**src/hdl/klv_fd_pkg.sv**
```systemverilog
// Shared types and constants for the KLV frame delineator.
// Used by klv_fd_cfg_regs, klv_fd_parser and klv_frame_delineator.
// No dependencies.
`default_nettype none

package klv_fd_pkg;

	// Parse phase, one-hot
	typedef enum logic [2:0] {
		PH_KEY   = 3'b001,
		PH_LEN   = 3'b010,
		PH_VALUE = 3'b100
	} phase_t;

	typedef logic [1:0] status_t;

	localparam status_t ST_OK         = 2'd0;
	localparam status_t ST_BAD_FORM   = 2'd1;
	localparam status_t ST_OVER_LIMIT = 2'd2;

	// Register indexes on the configuration port
	localparam logic REG_MAX_FRAME = 1'b0;

	localparam logic [31:0] RESET_MAX_FRAME = 32'hFFFF_FFFF;
	localparam logic [31:0] UL_PREFIX_LEN   = 32'd4;
	localparam logic [31:0] KEY_BYTES       = 32'd16;
	localparam logic [31:0] SHORT_HEADER    = 32'd17;
	localparam logic [7:0]  BER_LONG        = 8'h80;
	localparam logic [6:0]  BER_COUNT_MASK  = 7'h7F;

	// One result per frame or per error
	typedef struct packed {
		logic        has;
		status_t     status;
		logic [31:0] size;
	} result_t;

	// Universal label prefix 06 0E 2B 34
	function automatic logic [7:0] ul_prefix(input logic [1:0] idx);
		logic [7:0] b;
		case (idx)
			2'd0:    b = 8'h06;
			2'd1:    b = 8'h0E;
			2'd2:    b = 8'h2B;
			default: b = 8'h34;
		endcase
		return b;
	endfunction

endpackage

`default_nettype wire

```
**src/hdl/klv_fd_cfg_regs.sv**
```systemverilog
// APB-style configuration register for the KLV frame delineator.
// Holds max_frame_bytes. Depends on klv_fd_pkg.
`default_nettype none

module klv_fd_cfg_regs (
	input  wire logic        clk,
	input  wire logic        arst_n,
	input  wire logic        psel,
	input  wire logic        penable,
	input  wire logic        pwrite,
	input  wire logic [2:0]  paddr,
	input  wire logic [31:0] pwdata,
	output logic      [31:0] prdata,
	output logic      [31:0] max_frame_bytes
);

	logic [31:0] max_frame_q;
	logic        wr_en;

	assign wr_en = psel && penable && pwrite && (paddr[2] == klv_fd_pkg::REG_MAX_FRAME);

	always_ff @(posedge clk or negedge arst_n) begin
		if (!arst_n) begin
			max_frame_q <= klv_fd_pkg::RESET_MAX_FRAME;
		end else if (wr_en) begin
			max_frame_q <= pwdata;
		end
	end

	always_comb begin
		case (paddr[2])
			klv_fd_pkg::REG_MAX_FRAME: prdata = max_frame_q;
			default:                   prdata = '0;
		endcase
	end

	assign max_frame_bytes = max_frame_q;

endmodule

`default_nettype wire

```
**src/hdl/klv_fd_parser.sv**
```systemverilog
// Frame parse state and combinational next-state logic for one stream byte.
// Checks prefix, decodes the BER length, checks the size limit, counts value bytes.
// Depends on klv_fd_pkg.
`default_nettype none

module klv_fd_parser #(
	parameter int MAX_LENGTH_BYTES = 8
) (
	input  wire logic                clk,
	input  wire logic                arst_n,
	input  wire logic                step,
	input  wire logic [7:0]          byte_in,
	input  wire logic [31:0]         max_frame_bytes,
	output klv_fd_pkg::result_t      result
);

	localparam int ACC_W  = 8 * MAX_LENGTH_BYTES;
	localparam int CMP_W  = (ACC_W > 33) ? ACC_W : 33;
	localparam int LCNT_W = $clog2(MAX_LENGTH_BYTES + 1);

	klv_fd_pkg::phase_t phase_q, phase_d;
	logic [31:0]        pos_q, pos_d;
	logic [LCNT_W-1:0]  cnt_q, cnt_d;
	logic [ACC_W-1:0]   acc_q, acc_d;
	logic [31:0]        total_q, total_d;

	logic [31:0]        pos_inc;
	logic [31:0]        kpos;
	logic [ACC_W-1:0]   acc_shift;
	logic [CMP_W-1:0]   hdr_w, vlen_w, lim_w, room_w;
	logic               over;
	logic [31:0]        total_w;
	logic [6:0]         n_long;
	logic               hdr_done;
	logic               emit;
	klv_fd_pkg::status_t emit_status;
	logic [31:0]        emit_size;

	assign pos_inc   = pos_q + 32'd1;
	assign kpos      = (phase_q == klv_fd_pkg::PH_KEY) ? pos_q : 32'd0;
	assign acc_shift = (acc_q << 8) | ACC_W'(byte_in);
	assign n_long    = byte_in[6:0] & klv_fd_pkg::BER_COUNT_MASK;

	// Shared limit check: header size and value length of whichever form ends the header
	assign hdr_w   = (phase_q == klv_fd_pkg::PH_LEN) ? CMP_W'(pos_inc)
	                                                 : CMP_W'(klv_fd_pkg::SHORT_HEADER);
	assign vlen_w  = (phase_q == klv_fd_pkg::PH_LEN) ? CMP_W'(acc_shift) : CMP_W'(byte_in);
	assign lim_w   = CMP_W'(max_frame_bytes);
	assign room_w  = lim_w - hdr_w;
	assign over    = (hdr_w > lim_w) || (vlen_w > room_w);
	assign total_w = 32'(hdr_w + vlen_w);

	always_comb begin
		phase_d     = phase_q;
		pos_d       = pos_inc;
		cnt_d       = cnt_q;
		acc_d       = acc_q;
		total_d     = total_q;
		hdr_done    = 1'b0;
		emit        = 1'b0;
		emit_status = klv_fd_pkg::ST_OK;
		emit_size   = '0;

		case (phase_q)
			klv_fd_pkg::PH_LEN: begin
				acc_d = acc_shift;
				if (cnt_q != '0) begin
					cnt_d = cnt_q - LCNT_W'(1);
				end
				if (cnt_q <= LCNT_W'(1)) begin
					hdr_done = 1'b1;
				end
			end
			klv_fd_pkg::PH_VALUE: begin
				if (pos_inc >= total_q) begin
					emit      = 1'b1;
					emit_size = total_q;
				end
			end
			default: begin
				// Key phase; any other code restarts the frame here
				pos_d = kpos + 32'd1;
				if (kpos < klv_fd_pkg::UL_PREFIX_LEN) begin
					if (byte_in != klv_fd_pkg::ul_prefix(kpos[1:0])) begin
						emit        = 1'b1;
						emit_status = klv_fd_pkg::ST_BAD_FORM;
					end
				end else if (kpos >= klv_fd_pkg::KEY_BYTES) begin
					if ((byte_in & klv_fd_pkg::BER_LONG) == 8'h00) begin
						hdr_done = 1'b1;
					end else if ((n_long == 7'd0) || (n_long > 7'(MAX_LENGTH_BYTES))) begin
						emit        = 1'b1;
						emit_status = klv_fd_pkg::ST_BAD_FORM;
					end else begin
						cnt_d   = LCNT_W'(n_long);
						acc_d   = '0;
						phase_d = klv_fd_pkg::PH_LEN;
					end
				end
			end
		endcase

		if (hdr_done) begin
			if (over) begin
				emit        = 1'b1;
				emit_status = klv_fd_pkg::ST_OVER_LIMIT;
			end else if (vlen_w == '0) begin
				emit      = 1'b1;
				emit_size = total_w;
			end else begin
				total_d = total_w;
				phase_d = klv_fd_pkg::PH_VALUE;
			end
		end

		if (emit) begin
			phase_d = klv_fd_pkg::PH_KEY;
			pos_d   = '0;
			cnt_d   = '0;
			acc_d   = '0;
			total_d = '0;
		end
	end

	always_ff @(posedge clk or negedge arst_n) begin
		if (!arst_n) begin
			phase_q <= klv_fd_pkg::PH_KEY;
			pos_q   <= '0;
			cnt_q   <= '0;
			acc_q   <= '0;
			total_q <= '0;
		end else if (step) begin
			phase_q <= phase_d;
			pos_q   <= pos_d;
			cnt_q   <= cnt_d;
			acc_q   <= acc_d;
			total_q <= total_d;
		end
	end

	assign result = {emit, emit_status, emit_size};

endmodule

`default_nettype wire

```
**src/hdl/klv_frame_delineator.sv**
```systemverilog
// KLV frame delineator top level: input byte register, parser, result register.
// Depends on klv_fd_pkg, klv_fd_cfg_regs and klv_fd_parser.
//
// Usage:
//   s_axis carries the KLV byte stream, one byte per request in tdata[7:0].
//   m_axis carries one request per frame or per error: tuser holds the status
//   (0 frame complete, 1 bad prefix or bad BER length form, 2 frame over the
//   size limit), tdata the total frame size in bytes (0 unless status is 0).
//   A result leaves on the last byte of a frame, on the byte that breaks the
//   prefix or length form, or on the last header byte when the size is over
//   the limit; the next byte then starts a new frame.
//   The APB port holds max_frame_bytes at address 0 (reset 0xFFFFFFFF);
//   write it only while the stream is idle.
// Timing:
//   One byte per cycle sustained unless a result waits on a stalled m_axis.
//   A byte waits in the input register while the parser works out its next
//   state from it; any result it gives is loaded into the result register,
//   which drives m_axis. The parse state loop holds the prefix compare, the
//   shift-in of the length and one 64-bit limit compare.
// Reset and stalls:
//   Reset clears both valid flags and returns the parser to the prefix phase.
//   When m_axis stalls, the result register holds; bytes that give no result
//   keep flowing, and a byte that gives a result waits in the input register,
//   which drops s_axis_tready until the result register frees up.
`default_nettype none

module klv_frame_delineator #(
	parameter int MAX_LENGTH_BYTES = 8
) (
	input  wire logic        clk,
	input  wire logic        arst_n,
	// stream in
	input  wire logic        s_axis_tvalid,
	output logic             s_axis_tready,
	input  wire logic [7:0]  s_axis_tdata,   // [7:0] data_byte
	// stream out
	output logic             m_axis_tvalid,
	input  wire logic        m_axis_tready,
	output logic      [31:0] m_axis_tdata,   // [31:0] frame_size
	output logic      [1:0]  m_axis_tuser,   // [1:0] status
	// configuration
	input  wire logic        psel,
	input  wire logic        penable,
	input  wire logic        pwrite,
	input  wire logic [2:0]  paddr,
	input  wire logic [31:0] pwdata,
	output logic      [31:0] prdata,
	output logic             pready
);

	logic [31:0]         max_frame_bytes;
	logic                valid_s1;
	logic [7:0]          byte_s1;
	logic                go;
	logic                out_free;
	klv_fd_pkg::result_t res;
	logic                out_valid_s2;
	klv_fd_pkg::status_t out_status_s2;
	logic [31:0]         out_size_s2;

	assign pready = 1'b1;

	klv_fd_cfg_regs u_cfg (
		.clk             (clk),
		.arst_n          (arst_n),
		.psel            (psel),
		.penable         (penable),
		.pwrite          (pwrite),
		.paddr           (paddr),
		.pwdata          (pwdata),
		.prdata          (prdata),
		.max_frame_bytes (max_frame_bytes)
	);

	klv_fd_parser #(
		.MAX_LENGTH_BYTES (MAX_LENGTH_BYTES)
	) u_parser (
		.clk             (clk),
		.arst_n          (arst_n),
		.step            (go),
		.byte_in         (byte_s1),
		.max_frame_bytes (max_frame_bytes),
		.result          (res)
	);

	// Advance the held byte unless it makes a result the output cannot take
	assign out_free      = !out_valid_s2 || m_axis_tready;
	assign go            = valid_s1 && (!res.has || out_free);
	assign s_axis_tready = !valid_s1 || go;

	// Input register
	always_ff @(posedge clk or negedge arst_n) begin
		if (!arst_n) begin
			valid_s1 <= 1'b0;
		end else if (s_axis_tready) begin
			valid_s1 <= s_axis_tvalid;
		end
	end

	always_ff @(posedge clk) begin
		if (s_axis_tready && s_axis_tvalid) begin
			byte_s1 <= s_axis_tdata;
		end
	end

	// Result register: load a new result, else drop the old one once taken
	always_ff @(posedge clk or negedge arst_n) begin
		if (!arst_n) begin
			out_valid_s2 <= 1'b0;
		end else if (go && res.has) begin
			out_valid_s2 <= 1'b1;
		end else if (m_axis_tready) begin
			out_valid_s2 <= 1'b0;
		end
	end

	always_ff @(posedge clk) begin
		if (go && res.has) begin
			out_status_s2 <= res.status;
			out_size_s2   <= res.size;
		end
	end

	assign m_axis_tvalid = out_valid_s2;
	assign m_axis_tdata  = out_size_s2;
	assign m_axis_tuser  = out_status_s2;

	// A completed frame has at least a full header; an error carries no size
	a_size_vs_status: assert property (@(posedge clk) disable iff (!arst_n)
		out_valid_s2 |-> ((out_status_s2 == klv_fd_pkg::ST_OK) ?
			(out_size_s2 >= klv_fd_pkg::SHORT_HEADER) : (out_size_s2 == 32'd0)))
		else $error("result size does not match status");

	// A byte held back in the input register stays put
	a_hold_s1: assert property (@(posedge clk) disable iff (!arst_n)
		(valid_s1 && !go) |=> (valid_s1 && $stable(byte_s1)))
		else $error("stalled input byte changed or vanished");

	// A result produced by the parser always lands in the result register
	a_result_kept: assert property (@(posedge clk) disable iff (!arst_n)
		(go && res.has) |=> out_valid_s2)
		else $error("parser result lost");

	// The parser never steps on a result while the output is blocked
	a_no_overrun: assert property (@(posedge clk) disable iff (!arst_n)
		(out_valid_s2 && !m_axis_tready && res.has) |-> !go)
		else $error("result overwrote a pending output");

endmodule

`default_nettype wire

```
**config.mk**
```make
export PLATFORM = sky130hd
export DESIGN_NAME = klv_frame_delineator
export DESIGN_NICKNAME = d
export VERILOG_FILES = /design/src/hdl/klv_fd_pkg.sv /design/src/hdl/klv_fd_cfg_regs.sv /design/src/hdl/klv_fd_parser.sv /design/src/hdl/klv_frame_delineator.sv
export SDC_FILE = /design/constraint.sdc
export NUM_CORES = 1
export LEC_CHECK = 0
export ABC_AREA = 1
export BUFFER_PORTS_ARGS = -buffer_cell sky130_fd_sc_hd__buf_2
export CORE_MARGIN = 4
export CORE_UTILIZATION = 60
export DETAILED_ROUTE_END_ITERATION = 10
export PLACE_DENSITY = 0.8
export SYNTH_ARGS = -nofsm -noshare
export SYNTH_HDL_FRONTEND = slang
export SYNTH_SLANG_ARGS = --single-unit
```
**constraint.sdc**
```tcl
create_clock -name clk -period 9.8 [get_ports clk]
set_input_delay 1.96 -clock clk [delete_from_list [all_inputs] [get_ports clk]]
set_output_delay 1.96 -clock clk [all_outputs]
set_load 0.01 [all_outputs]
```
==> flow_metrics.env <==
export IMPL_worst_path_max_fanout=16
export IMPL_skew_ns=0.0133
export IMPL_yosys_top_cells_count="nand2_1, inv_1, nor2_1"
export IMPL_required_ns=7.84
export IMPL_final_nets=2788
export IMPL_wl_mm=54.6
export IMPL_drt_iter0_drc=1726
export IMPL_die_area_sq_um=31400
export IMPL_grt_pass1_wl_mm=86.1
export IMPL_ys_seq_elements=203
export IMPL_numClockSinks=203
export IMPL_io_pins=119
export IMPL_cts_root_buf="clkbuf_16"
export IMPL_critPathKind="reg -> out"
export IMPL_synth_nets=2715
export IMPL_synth_largest_area_cell="dfrtp_1"
export IMPL_design_area_sq_um=18800
export IMPL_rrSetupSlack_ns=1.31
export IMPL_seq_area_sq_um=5330
export IMPL_rsz0062_at_grt="no"
export IMPL_netlist_instances=2498
export IMPL_p_clk_share_pct=38.2
export IMPL_die_h_um=177
export IMPL_io_buffer_count=115
export IMPL_ys_flop_type="dfrtp_1"
export IMPL_hold_path_class="reg -> reg"
export IMPL_period_needed_ns=9.31
export IMPL_numCtsBuffers=25
export IMPL_critPathCaptureType="output pin"
export IMPL_num_rows=61
export IMPL_overflow=0
export IMPL_vias_per_cell=5.83
export IMPL_synth_edf_count=42
export IMPL_antenna_found_initial=0
export IMPL_fmax_mhz=107
export IMPL_start_kind="flip-flop"
export IMPL_power_switching_mw=0.795
export IMPL_outcome="finished, final reports clean"
export IMPL_async_flop_share_pct=79.3
export IMPL_vias=17300
export IMPL_gp_routability_congestion=1.02
export IMPL_clock_path_buffers=3
export IMPL_finalSetupViolations=0
export IMPL_grt_pass1_vias=16400
export IMPL_fin_util_pct=67.0
export IMPL_drive_gt1_share_pct=9.19
export IMPL_min_path_cells=2
export IMPL_dr_pass1_iters=5
export IMPL_gr_usage_met1_pct=45.6
export IMPL_netlist_area_leader_share_pct=18.7
export IMPL_critPathSlowestCell="fa_1"
export IMPL_grt_busiest_layer="met2"
export IMPL_fillers=2513
export IMPL_hpwlAfterDp_mm=42.1
export IMPL_cpMostUsedCell="nand2_1"
export IMPL_syn_avg_cell_area_sq_um=6.87
export IMPL_r2r_cells=37
export IMPL_arrival_ns=7.35
export IMPL_setup_tns_ns=0
export IMPL_internal_power_mw=1.72
export IMPL_tightestPinTransition_ns=1.10
export IMPL_yosys_top_cells_area="dfrtp_1, nand2_1, ha_1, inv_1, nor2_1"
export IMPL_die_w_um=177
export IMPL_core_sq_um=28000
export IMPL_ir_drop_mv=0.149
export IMPL_cts_max_level=1
export IMPL_grt_util_met2_pct=58.4
export IMPL_ys_seq_area_share_pct=31.1
export IMPL_wl_per_cell_um=18.4
export IMPL_ys_warnings_count=0
export IMPL_final_max_slew_viol_count=0
export IMPL_grt_max_degree=74
export IMPL_start_util_pct=61.3
export IMPL_hold_viol_final=0
export IMPL_synth_cell_types=50
export IMPL_dp_cells=2922
export IMPL_stdcell_count=2967
export IMPL_drc=0
export IMPL_syn_area_sq_um=17200
export IMPL_p_seq_share_pct=38.3
export IMPL_grt_total_usage_pct=34.3
export IMPL_postRouteAntennaNets=0
export IMPL_p_leak_nw=9.39
export IMPL_power_density_nw_per_um2=134
export IMPL_gr_usage_met3_pct=3.87
export IMPL_path_clk_slew_ns=0.06
export IMPL_multi_input_area_sq_um=10000
export IMPL_worstSkewPairLatency_ns=0.54
export IMPL_placed_area_sq_um=17900
export IMPL_p_comb_share_pct=23.5
export IMPL_cp_slowest_stage_delay_ns=0.52
export IMPL_p_sw_share_pct=31.6
export IMPL_slew_headroom_pct=26.5
export IMPL_antenna_cells=0
export IMPL_yosysMostFrequentCell="nand2_1"
export IMPL_area_growth_pct=9.38
export IMPL_finalCritPeriodShare_pct=95.0
export IMPL_cts_tree="yes"
export IMPL_cap_violations=0
## flip-flops by register name (all words and copies together), names as in the netlist
signal,count
byte_s1,8
m_axis_tdata,32
m_axis_tvalid,1
u_cfg.max_frame_bytes,32
u_parser.cnt_q,4
u_parser.pos_q,32
u_parser.total_q,32
u_parser.phase_q,3
valid_s1,1
u_parser.acc_q,56
m_axis_tuser,2
## final cells by class
class	instances	area share, %
clock inverters	9	0.513
multi-input cells	1835	53.3
flip-flops and latches	203	28.4
inverters	375	7.50
clock buffers	36	3.99
repair buffers	131	3.74
well taps	378	2.52
## kinds of logic (layout without fill, tap and decap cells)
family          count (synthesis)  after routing  share of synthesized area, %
xor+xnor                       94             94                          4.80
simple gates                 1204           1204                          29.2
other cells                     1              1                        0.0219
buf+inv                       460            551                          10.7
compound gates                369            369                          11.9
flops                         203            203                          31.1
fa+ha+maj                     167            167                          12.3
## what timing repair did
| action | 4_1_cts | 5_1_grt |
|---|---|---|
| setup buffers | 0 | 0 |
| setup endpoints to repair | 0 | 1 |
| resized for setup | 0 | 5 |
| hold buffers | 0 | 0 |
## per-layer routing
metal  vias up  part of all wire (%)
met5         -                     0
met4         0                   3.9
met3       121                   8.0
met2       843                    47
met1      8104                    41
li1       8215                     -
## critical path, delay by kind of cell, from the launching register on
kind | cells | cell delay (ns)
buffers and inverters | 5 | 0.50
and+or+nand+nor | 23 | 3.20
xor gates and xnor gates | 1 | 0.19
AOI/OAI and AO/OA | 5 | 1.08
adders and majority gates | 4 | 1.38
DFF | 1 | 0.44
## power groups by stage
stage	Sequential [mW]	Combinational [mW]	Clock [mW]
6_report	0.965	0.592	0.962
5_1_grt	0.970	0.663	1.00
4_1_cts	0.966	0.589	0.967
3_5_place_dp	0.980	0.586	0
3_3_place_gp	0.980	0.562	0
2_1_floorplan	0.977	0.418	0
## placed cells by master (no fill, tap or decap), types with 3 or more instances in the layout
cell type / n
a31oi_1: 15
buf_2: 114
clkbuf_16: 27
inv_2: 10
nor2_2: 3
o21bai_1: 5
fa_1: 3
clkinv_2: 5
nor3_1: 37
o21ai_0: 123
ha_1: 164
o31ai_1: 3
o211ai_1: 4
o221ai_1: 3
clkbuf_8: 4
clkbuf_1: 5
dfstp_2: 33
xor2_1: 56
buf_4: 16
nor4_1: 9
a21o_1: 26
edfxtp_1: 42
a21oi_1: 149
nand3_1: 158
nand3_2: 4
nor3b_1: 3
xnor2_1: 37
nand4_1: 52
o21a_1: 8
nand2_1: 584
inv_1: 364
o21ai_1: 9
nor2_1: 337
dfrtp_1: 128
o22ai_1: 15
or2_2: 7
nand2_2: 4
## per-stage QoR
stage | power [mW] | setup WS, ns | hold WS, ns
4_1_cts | 2.52 | 0.401 | 0.472
3_3_place_gp | 1.54 | 1.07 | 0.453
2_1_floorplan | 1.40 | 2.25 | 0.442
5_1_grt | 2.64 | 0.102 | 0.489
6_report | 2.52 | 0.493 | 0.470
3_5_place_dp | 1.57 | 1.00 | 0.458
## path summary, 6_finish.rpt
kind                                         from                        end
worst max-delay path            u_parser.pos_q[0]              s_axis_tready
worst min-delay path            u_parser.acc_q[6]          u_parser.acc_q[6]
worst max register to register  u_parser.pos_q[0]            m_axis_tdata[6]
worst min register to register  u_parser.acc_q[6]          u_parser.acc_q[6]
max in group asynchronous                  arst_n  u_cfg.max_frame_bytes[23]
min in group asynchronous                  arst_n       u_parser.total_q[12]
No activity file was read; power rests on OpenSTA's default activity.
